[config.mk]
export PLATFORM = sky130hd
export DESIGN_NAME = png_chunk_validator_flat
export DESIGN_NICKNAME = d
export VERILOG_FILES = /design/src/pcv_pkg.sv /design/src/pcv_if.sv /design/src/pcv_parser.sv /design/src/png_chunk_validator.sv /design/src/flat_wrapper.sv
export SDC_FILE = /design/constraint.sdc
export NUM_CORES = 1
export LEC_CHECK = 0
export BUFFER_PORTS_ARGS = -buffer_cell sky130_fd_sc_hd__buf_4
export CAP_MARGIN = 25
export CORE_MARGIN = 3
export CORE_UTILIZATION = 50
export DETAILED_ROUTE_END_ITERATION = 10
export GPL_ROUTABILITY_DRIVEN = 0
export PLACE_DENSITY_LB_ADDON = 0.25
export SYNTH_ARGS = -nofsm -noshare
export SYNTH_HDL_FRONTEND = slang
export SYNTH_SLANG_ARGS = --single-unit
[constraint.sdc]
create_clock -name i_clk -period 2.5 [get_ports i_clk]
set_input_delay 0.5 -clock i_clk [delete_from_list [all_inputs] [get_ports i_clk]]
set_output_delay 0.5 -clock i_clk [all_outputs]
set_load 0.01 [all_outputs]
[src/pcv_pkg.sv]
// Package for the PNG chunk validator: failure cause codes, chunk type codes,
// the file signature table and the byte-wide CRC-32 update. No dependencies.
package pcv_pkg;

    typedef enum logic [2:0] {
        CAUSE_NONE     = 3'd0,
        CAUSE_BAD_SIG  = 3'd1,
        CAUSE_BAD_CRC  = 3'd2,
        CAUSE_TRUNC    = 3'd3,
        CAUSE_NO_IHDR  = 3'd4
    } t_cause;

    localparam logic [31:0] KIND_IHDR = 32'h4948_4452;
    localparam logic [31:0] KIND_IEND = 32'h4945_4E44;
    localparam logic [31:0] CRC_POLY  = 32'hEDB8_8320;
    localparam logic [31:0] CRC_INIT  = 32'hFFFF_FFFF;

    // Result of one byte as handed from the parser to the output stage.
    typedef struct packed {
        logic   emit;
        logic   ok;
        t_cause cause;
    } t_result;

    function automatic logic [7:0] sig_byte(input logic [2:0] idx);
        logic [7:0] b;
        case (idx)
            3'd0:    b = 8'h89;
            3'd1:    b = 8'h50;
            3'd2:    b = 8'h4E;
            3'd3:    b = 8'h47;
            3'd4:    b = 8'h0D;
            3'd5:    b = 8'h0A;
            3'd6:    b = 8'h1A;
            3'd7:    b = 8'h0A;
            default: b = 8'h00;
        endcase
        return b;
    endfunction

    // Reflected CRC-32, one byte per call: eight shift steps.
    function automatic logic [31:0] crc_byte(input logic [31:0] crc, input logic [7:0] b);
        logic [31:0] c;
        c = crc ^ {24'd0, b};
        for (int i = 0; i < 8; i++) begin
            c = c[0] ? ((c >> 1) ^ CRC_POLY) : (c >> 1);
        end
        return c;
    endfunction

endpackage

[src/pcv_if.sv]
// Valid/ready channel interfaces for the PNG chunk validator.
// No dependencies.
interface pcv_in_if;
    logic       valid;
    logic       ready;
    logic [7:0] data_byte;
    logic       file_end;

    modport source (output valid, output data_byte, output file_end, input ready);
    modport sink   (input valid, input data_byte, input file_end, output ready);
endinterface

interface pcv_out_if;
    logic       valid;
    logic       ready;
    logic       verdict_ok;
    logic [2:0] fail_cause;

    modport source (output valid, output verdict_ok, output fail_cause, input ready);
    modport sink   (input valid, input verdict_ok, input fail_cause, output ready);
endinterface

[src/pcv_parser.sv]
// Chunk parser of the PNG chunk validator: per-file state, CRC accumulation and
// the verdict for each byte. Depends on pcv_pkg.
module pcv_parser
    import pcv_pkg::*;
(
    input  logic       i_clk,
    input  logic       i_rst_n,
    input  logic       i_step,
    input  logic [7:0] i_byte,
    input  logic       i_last,
    output t_result    o_res
);

    typedef enum logic [2:0] {
        PH_SIG  = 3'd0,
        PH_LEN  = 3'd1,
        PH_TYPE = 3'd2,
        PH_DATA = 3'd3,
        PH_CRC  = 3'd4,
        PH_DONE = 3'd5
    } t_phase;

    t_phase      r_phase,  n_phase;
    logic [2:0]  r_cnt,    n_cnt;
    logic [31:0] r_len,    n_len;
    logic [31:0] r_crc,    n_crc;
    logic [31:0] r_claim,  n_claim;
    logic [31:0] r_kind,   n_kind;
    logic        r_hdr,    n_hdr;

    t_result     res;

    always_comb begin
        n_phase   = r_phase;
        n_cnt     = r_cnt;
        n_len     = r_len;
        n_crc     = r_crc;
        n_claim   = r_claim;
        n_kind    = r_kind;
        n_hdr     = r_hdr;
        res.emit  = 1'b0;
        res.ok    = 1'b0;
        res.cause = CAUSE_NONE;

        case (r_phase)
            PH_SIG: begin
                if (i_byte != sig_byte(r_cnt)) begin
                    res.emit  = 1'b1;
                    res.cause = CAUSE_BAD_SIG;
                end else begin
                    n_cnt = r_cnt + 3'd1;
                    if (r_cnt == 3'd7) begin
                        n_phase = PH_LEN;
                    end
                end
            end
            PH_LEN: begin
                n_len = {r_len[23:0], i_byte};
                n_cnt = r_cnt + 3'd1;
                if (r_cnt == 3'd3) begin
                    n_cnt   = 3'd0;
                    n_crc   = CRC_INIT;
                    n_kind  = '0;
                    n_phase = PH_TYPE;
                end
            end
            PH_TYPE: begin
                n_crc  = crc_byte(r_crc, i_byte);
                n_kind = {r_kind[23:0], i_byte};
                n_cnt  = r_cnt + 3'd1;
                if (r_cnt == 3'd3) begin
                    n_cnt   = 3'd0;
                    n_claim = '0;
                    n_phase = (r_len != '0) ? PH_DATA : PH_CRC;
                end
            end
            PH_DATA: begin
                n_crc = crc_byte(r_crc, i_byte);
                n_len = r_len - 32'd1;
                if (r_len == 32'd1) begin
                    n_phase = PH_CRC;
                end
            end
            PH_CRC: begin
                n_claim = {r_claim[23:0], i_byte};
                n_cnt   = r_cnt + 3'd1;
                if (r_cnt == 3'd3) begin
                    n_cnt = 3'd0;
                    if (~r_crc != n_claim) begin
                        res.emit  = 1'b1;
                        res.cause = CAUSE_BAD_CRC;
                    end else if (r_kind == KIND_IEND) begin
                        res.emit  = 1'b1;
                        res.ok    = r_hdr;
                        res.cause = r_hdr ? CAUSE_NONE : CAUSE_NO_IHDR;
                    end else begin
                        if (r_kind == KIND_IHDR) begin
                            n_hdr = 1'b1;
                        end
                        n_len   = '0;
                        n_phase = PH_LEN;
                    end
                end
            end
            default: begin
            end
        endcase

        if (res.emit && !i_last) begin
            n_phase = PH_DONE;
        end else if (!res.emit && i_last) begin
            // A file that ends before any verdict is truncated.
            if (r_phase != PH_DONE) begin
                res.emit  = 1'b1;
                res.cause = CAUSE_TRUNC;
            end
        end

        // The last byte always rearms the parser for the next file.
        if (i_last) begin
            n_phase = PH_SIG;
            n_cnt   = '0;
            n_len   = '0;
            n_crc   = CRC_INIT;
            n_claim = '0;
            n_kind  = '0;
            n_hdr   = 1'b0;
        end
    end

    always_ff @(posedge i_clk) begin
        if (!i_rst_n) begin
            r_phase <= PH_SIG;
            r_cnt   <= '0;
            r_len   <= '0;
            r_crc   <= CRC_INIT;
            r_claim <= '0;
            r_kind  <= '0;
            r_hdr   <= 1'b0;
        end else if (i_step) begin
            r_phase <= n_phase;
            r_cnt   <= n_cnt;
            r_len   <= n_len;
            r_crc   <= n_crc;
            r_claim <= n_claim;
            r_kind  <= n_kind;
            r_hdr   <= n_hdr;
        end
    end

    assign o_res = res;

endmodule

[src/png_chunk_validator.sv]
// PNG chunk validator, top level: input register, parser and result register.
// Depends on pcv_pkg, pcv_if.sv (pcv_in_if, pcv_out_if) and pcv_parser.
//
// The validator takes one file byte per cycle on i_in and gives at most one verdict
// per file on o_out: verdict_ok, and fail_cause (bad signature, CRC mismatch,
// truncated file, or IEND without IHDR). The verdict of the deciding byte is registered
// in the result register. Throughput is one byte per clock while o_out is not stalled;
// the cycle is set by the byte-wide CRC-32 update between the input and state registers.
// After a verdict the remaining bytes of the file, up to the one with file_end, are
// consumed silently, and the byte after file_end starts a new file.
module png_chunk_validator
    import pcv_pkg::*;
(
    input  logic           i_clk,
    input  logic           i_rst_n,
    pcv_in_if.sink         i_in,
    pcv_out_if.source      o_out
);

    logic       r_in_valid;
    logic [7:0] r_byte;
    logic       r_last;
    logic       r_out_valid;
    logic       r_ok;
    t_cause     r_cause;

    logic       advance;
    t_result    res;

    // The held byte moves into the parser once the result register has room.
    assign advance    = r_in_valid && (!r_out_valid || o_out.ready);
    assign i_in.ready = !r_in_valid || advance;

    always_ff @(posedge i_clk) begin
        if (!i_rst_n) begin
            r_in_valid <= 1'b0;
        end else if (i_in.ready) begin
            r_in_valid <= i_in.valid;
        end
    end

    always_ff @(posedge i_clk) begin
        if (i_in.ready && i_in.valid) begin
            r_byte <= i_in.data_byte;
            r_last <= i_in.file_end;
        end
    end

    pcv_parser u_parser (
        .i_clk   (i_clk),
        .i_rst_n (i_rst_n),
        .i_step  (advance),
        .i_byte  (r_byte),
        .i_last  (r_last),
        .o_res   (res)
    );

    always_ff @(posedge i_clk) begin
        if (!i_rst_n) begin
            r_out_valid <= 1'b0;
            r_ok        <= 1'b0;
            r_cause     <= CAUSE_NONE;
        end else if (advance && res.emit) begin
            r_out_valid <= 1'b1;
            r_ok        <= res.ok;
            r_cause     <= res.cause;
        end else if (o_out.ready) begin
            r_out_valid <= 1'b0;
        end
    end

    assign o_out.valid      = r_out_valid;
    assign o_out.verdict_ok = r_ok;
    assign o_out.fail_cause = r_cause;

    a_emit_lands: assert property (@(posedge i_clk) disable iff (!i_rst_n)
        advance && res.emit |=> r_out_valid)
        else $error("decided verdict did not reach the result register");

    a_ok_no_cause: assert property (@(posedge i_clk) disable iff (!i_rst_n)
        r_out_valid && r_ok |-> r_cause == CAUSE_NONE)
        else $error("passing verdict carries a failure cause");

    a_fail_has_cause: assert property (@(posedge i_clk) disable iff (!i_rst_n)
        r_out_valid && !r_ok |-> r_cause != CAUSE_NONE)
        else $error("failing verdict has no cause");

    a_hold_byte: assert property (@(posedge i_clk) disable iff (!i_rst_n)
        r_in_valid && !advance |=> r_in_valid && $stable(r_byte) && $stable(r_last))
        else $error("held input byte lost while the result register was full");

endmodule
[src/flat_wrapper.sv]
// flat-port wrapper written by rule: the top's interface ports become plain ports
module png_chunk_validator_flat import pcv_pkg::*;
  (i_clk, i_rst_n, i_in_valid, i_in_data_byte, i_in_file_end, i_in_ready, o_out_valid, o_out_verdict_ok, o_out_fail_cause, o_out_ready);
  pcv_in_if i_in_i ();
  pcv_out_if o_out_i ();
  input  logic i_clk;
  input  logic i_rst_n;
  input wire logic [$bits(i_in_i.valid)-1:0] i_in_valid;
  input wire logic [$bits(i_in_i.data_byte)-1:0] i_in_data_byte;
  input wire logic [$bits(i_in_i.file_end)-1:0] i_in_file_end;
  output wire logic [$bits(i_in_i.ready)-1:0] i_in_ready;
  output wire logic [$bits(o_out_i.valid)-1:0] o_out_valid;
  output wire logic [$bits(o_out_i.verdict_ok)-1:0] o_out_verdict_ok;
  output wire logic [$bits(o_out_i.fail_cause)-1:0] o_out_fail_cause;
  input wire logic [$bits(o_out_i.ready)-1:0] o_out_ready;
  assign i_in_i.valid = i_in_valid;
  assign i_in_i.data_byte = i_in_data_byte;
  assign i_in_i.file_end = i_in_file_end;
  assign i_in_ready = i_in_i.ready;
  assign o_out_valid = o_out_i.valid;
  assign o_out_verdict_ok = o_out_i.verdict_ok;
  assign o_out_fail_cause = o_out_i.fail_cause;
  assign o_out_i.ready = o_out_ready;
  png_chunk_validator u_core (.i_clk(i_clk), .i_rst_n(i_rst_n), .i_in(i_in_i), .o_out(o_out_i));
endmodule
==> results.rst <==
.. list-table::
   :header-rows: 1

   * - Metric
     - Value
   * - Status
     - finished, violations left
   * - Violated checks
     - setup timing
   * - Post-synthesis sequential area ratio
     - 39.2%
   * - Seq cells post-synth
     - 149
   * - Total of hold buffers inserted after clock tree synthesis
     - 0
   * - Total standard cell area after synthesis
     - 7830 sq um
   * - Slew of the pin with the lowest slew margin
     - between 0.6 and 0.7 ns
   * - CP Data Arrival Time
     - roughly 2.9 ns
   * - Unrepaired setup endpoints after global routing
     - true
   * - Fraction of final layout cells with drive strength greater than 1
     - between 20% and 30%
   * - Worst setup slack before clock tree synthesis
     - -0.107 ns
   * - Setup slack of the most critical reg-to-reg path
     - -0.07 ns
   * - Sinks on Clock Net
     - 149
   * - Critical path peak fanout
     - 3
   * - FILL cells
     - ~1300
   * - Layout Area Growth over Synthesis
     - 22.6%
   * - Minimum clock period
     - 2.57 ns
   * - Drt initial violations
     - 740
   * - Overall routing resource usage
     - 24.9%
   * - Crit Path Category
     - flip-flop to flip-flop
   * - Port Buffer Count
     - 18
   * - Clock Tree Buf Depth
     - 2
   * - Most frequent standard cell in the layout excluding fill and tap cells
     - dfxtp_1
   * - Count of antenna diodes in the layout
     - 0
   * - Routed length per instance
     - about 17 microns
   * - Antenna violations before repair
     - 0
   * - Maximum number of pins on one net before global-route repair
     - 65
   * - Crit start category
     - flip-flop
   * - Proportion of register bits with asynchronous set or reset after synthesis
     - 0%
   * - Combinational family with the most area after synthesis
     - simple AND/OR/NAND/NOR gates
   * - Number of library cell types mapped by synthesis
     - 63
   * - Leakage Power
     - 3.55 nW
   * - Total power draw
     - 6.00 mW
   * - Chip width
     - 131 microns
   * - Commonest cells after routing, fill and taps aside
     - dfxtp_1, buf_4, nand2_1
   * - Worst-skew pair later-pin latency
     - 0.43 ns
   * - # H-tree levels
     - 4
   * - Final worst-path cycle share
     - 103%
   * - XOR/XNOR Fraction of Synth Area
     - 13.5%
   * - Drt total wl
     - 21.8 mm
   * - Max_slew headroom
     - 54.0%
   * - Main area contributors after synthesis
     - dfxtp_1, xnor2_1, a21oi_1
   * - Clock tree from TritonCTS
     - done
   * - Remaining DRCs
     - 0
   * - TNS Setup
     - -0.0833 ns
   * - Post-synthesis mux area share
     - 1.21%
   * - Std-Cell Core Area
     - 15300 sq um
   * - Root Buffer
     - clkbuf_16
   * - Min setup slack post-route
     - -0.0686 ns
   * - Vias in the first global route
     - 7070
   * - Timing-limited maximum frequency
     - 389 MHz
   * - Wire length of the first global-routing pass
     - roughly 36 mm
   * - Ports
     - 19
   * - Number of endpoints with negative hold slack in the final report
     - 0
   * - Class of the tightest hold or removal check
     - primary input to flip-flop
   * - Synthesized instance count
     - just under 1000
   * - Total clock buffers created by CTS
     - 17
   * - Setup-violating endpoint count in the final report
     - 3
   * - Maximum clock skew at final layout
     - 0.0132 ns
   * - Cell type with the highest aggregate area in the netlist
     - dfxtp_1
   * - Max Transition Viols Final
     - 0
   * - CP Capture Type
     - flip-flop
   * - Post-synth EDFFs
     - 9
   * - Adder and majority cell fraction of the synthesized area
     - 1.44%
   * - Post-synthesis compound-gate area fraction
     - 17.2%
   * - Clock transition at path regs
     - 0.06 ns
   * - Die area
     - between 15000 and 20000 sq um
   * - Via count of the routed design
     - 7380
   * - Total of max-cap violations
     - 0
   * - Total iterations of the first detailed-routing run
     - 6
   * - Number of warnings printed during yosys synthesis
     - 0
   * - Data required time at the worst endpoint
     - 2.82 ns
   * - Net total in the final layout
     - 1080
   * - Antenna-violating nets left
     - 0
   * - Core Rows
     - 45
   * - Top-area cell type share of the netlist area
     - 35.8%
   * - Routed via count divided by cell count
     - 5.76
   * - Area share of and/or/nand/nor cells after synthesis
     - 23.6%
   * - Final HPWL from detailed placement
     - 14.6 mm
   * - P per Cell Area
     - 625 nW/um^2
   * - Syn nets
     - 995
   * - Average footprint of a synthesized cell
     - 8.05 sq um
   * - Worst supply voltage drop on vdd
     - 0.627 mV
   * - Primary flip-flop cell chosen by synthesis mapping
     - dfxtp_1
   * - GRT Residual Overflow
     - 0
   * - Vert. Die Dim
     - 131 microns
   * - Initial standard-cell utilization of the core
     - 51.3%
[area by class of cell]
type | instances | area (sq um) | area share (%)
Timing Repair Buffer | 130 | 1030 | 10.8
Sequential cell | 149 | 3070 | 32.0
Multi-Input combinational cell | 746 | 4610 | 48.0
Clock inverter | 11 | 118 | 1.22
Inverter | 14 | 52.6 | 0.547
Clock buffer | 21 | 450 | 4.69
Tap cell | 211 | 264 | 2.75
[per-layer routing]
layer / share of wire, % / GRT usage (%) / up-vias
met5: 0 / 0 / -
met4: 1.9 / 7.47 / 0
met3: 6.7 / 5.40 / 44
met2: 46 / 38.7 / 257
met1: 46 / 34.9 / 3511
li1: - / - / 3568
[critical path, stage by stage (launching register included)]
cell and delay (ns):
edfxtp_1 0.40, xor2_1 0.27, nor4_2 0.13, a2111oi_4 0.39, nor2_2 0.08, o21ai_2 0.26, mux2i_2 0.33, buf_4 0.18
ha_4 0.18, mux2_2 0.25
[path summary, 6_finish.rpt]
path | start | to | cells past startpoint
max | u_core.r_byte[0] | flip-flop | 9
min | i_in_file_end | u_core.r_last | 1
max reg2reg | u_core.r_byte[0] | flip-flop | 9
min reg2reg | u_core.o_out.fail_cause[2] | u_core.o_out.fail_cause[2] | 2
[synth_stat cells, types with 6 or more instances]
cell type / n
ha_1: 9
edfxtp_1: 9
o22ai_1: 15
xor2_1: 35
nand2_1: 121
inv_1: 14
o221a_2: 11
nand3_1: 36
dfxtp_1: 140
nor2_1: 118
clkbuf_1: 53
or3_1: 12
buf_2: 6
nand2b_1: 6
a311oi_1: 6
xnor2_1: 84
o21ai_0: 43
a22oi_1: 18
nor4_1: 20
a21oi_1: 92
or4_1: 6
nand4_1: 7
nor3_1: 32
[power breakdown]
group | switching [mW] | internal (mW)
registers | 0.0409 | 2.44
clock network | 1.06 | 1.42
logic | 0.584 | 0.462
[sequential cells by signal (all words and copies together) (netlist names), named ones only]
name / flops
u_core.o_out.fail_cause: 3
u_core.o_out.valid: 1
u_core.o_out.verdict_ok: 1
u_core.r_byte: 8
u_core.r_in_valid: 1
u_core.r_last: 1
u_core.u_parser.r_claim: 24
u_core.u_parser.r_cnt: 3
u_core.u_parser.r_crc: 32
u_core.u_parser.r_hdr: 1
u_core.u_parser.r_kind: 32
u_core.u_parser.r_len: 32
u_core.u_parser.r_phase: 3
[per-stage QoR]
| stage | cells | instance area, sq um | hold slack [ns] | util (%) |
|---|---|---|---|---|
| floorplan | 973 | 7870 | 0.440 | - |
| global placement | 1235 | 8800 | 0.453 | 57.7 |
| detailed placement | 1236 | 8830 | 0.457 | 57.8 |
| CTS | 1275 | 9500 | 0.240 | 62.2 |
| global route | 1282 | 9600 | 0.238 | 62.9 |
| finish | 1282 | 9600 | 0.248 | 62.9 |
[kinds of logic (layout without fill, tap and decap cells)]
kind of cell / count (synthesis) / count (layout)
simple gates: 393 / 393
compound gates: 215 / 215
flops: 149 / 149
xor+xnor: 120 / 120
buf+inv: 78 / 176
fa+ha+maj: 9 / 9
mux: 9 / 9
[repair_timing]
| item | CTS | global route |
|---|---|---|
| endpoints found under the setup margin | 7 | 37 |
| setup buffers | 7 | 8 |
| pin swaps | 6 | 16 |
| gates resized for setup | 8 | 25 |
Note: power is estimated with default switching activity, not from simulation.
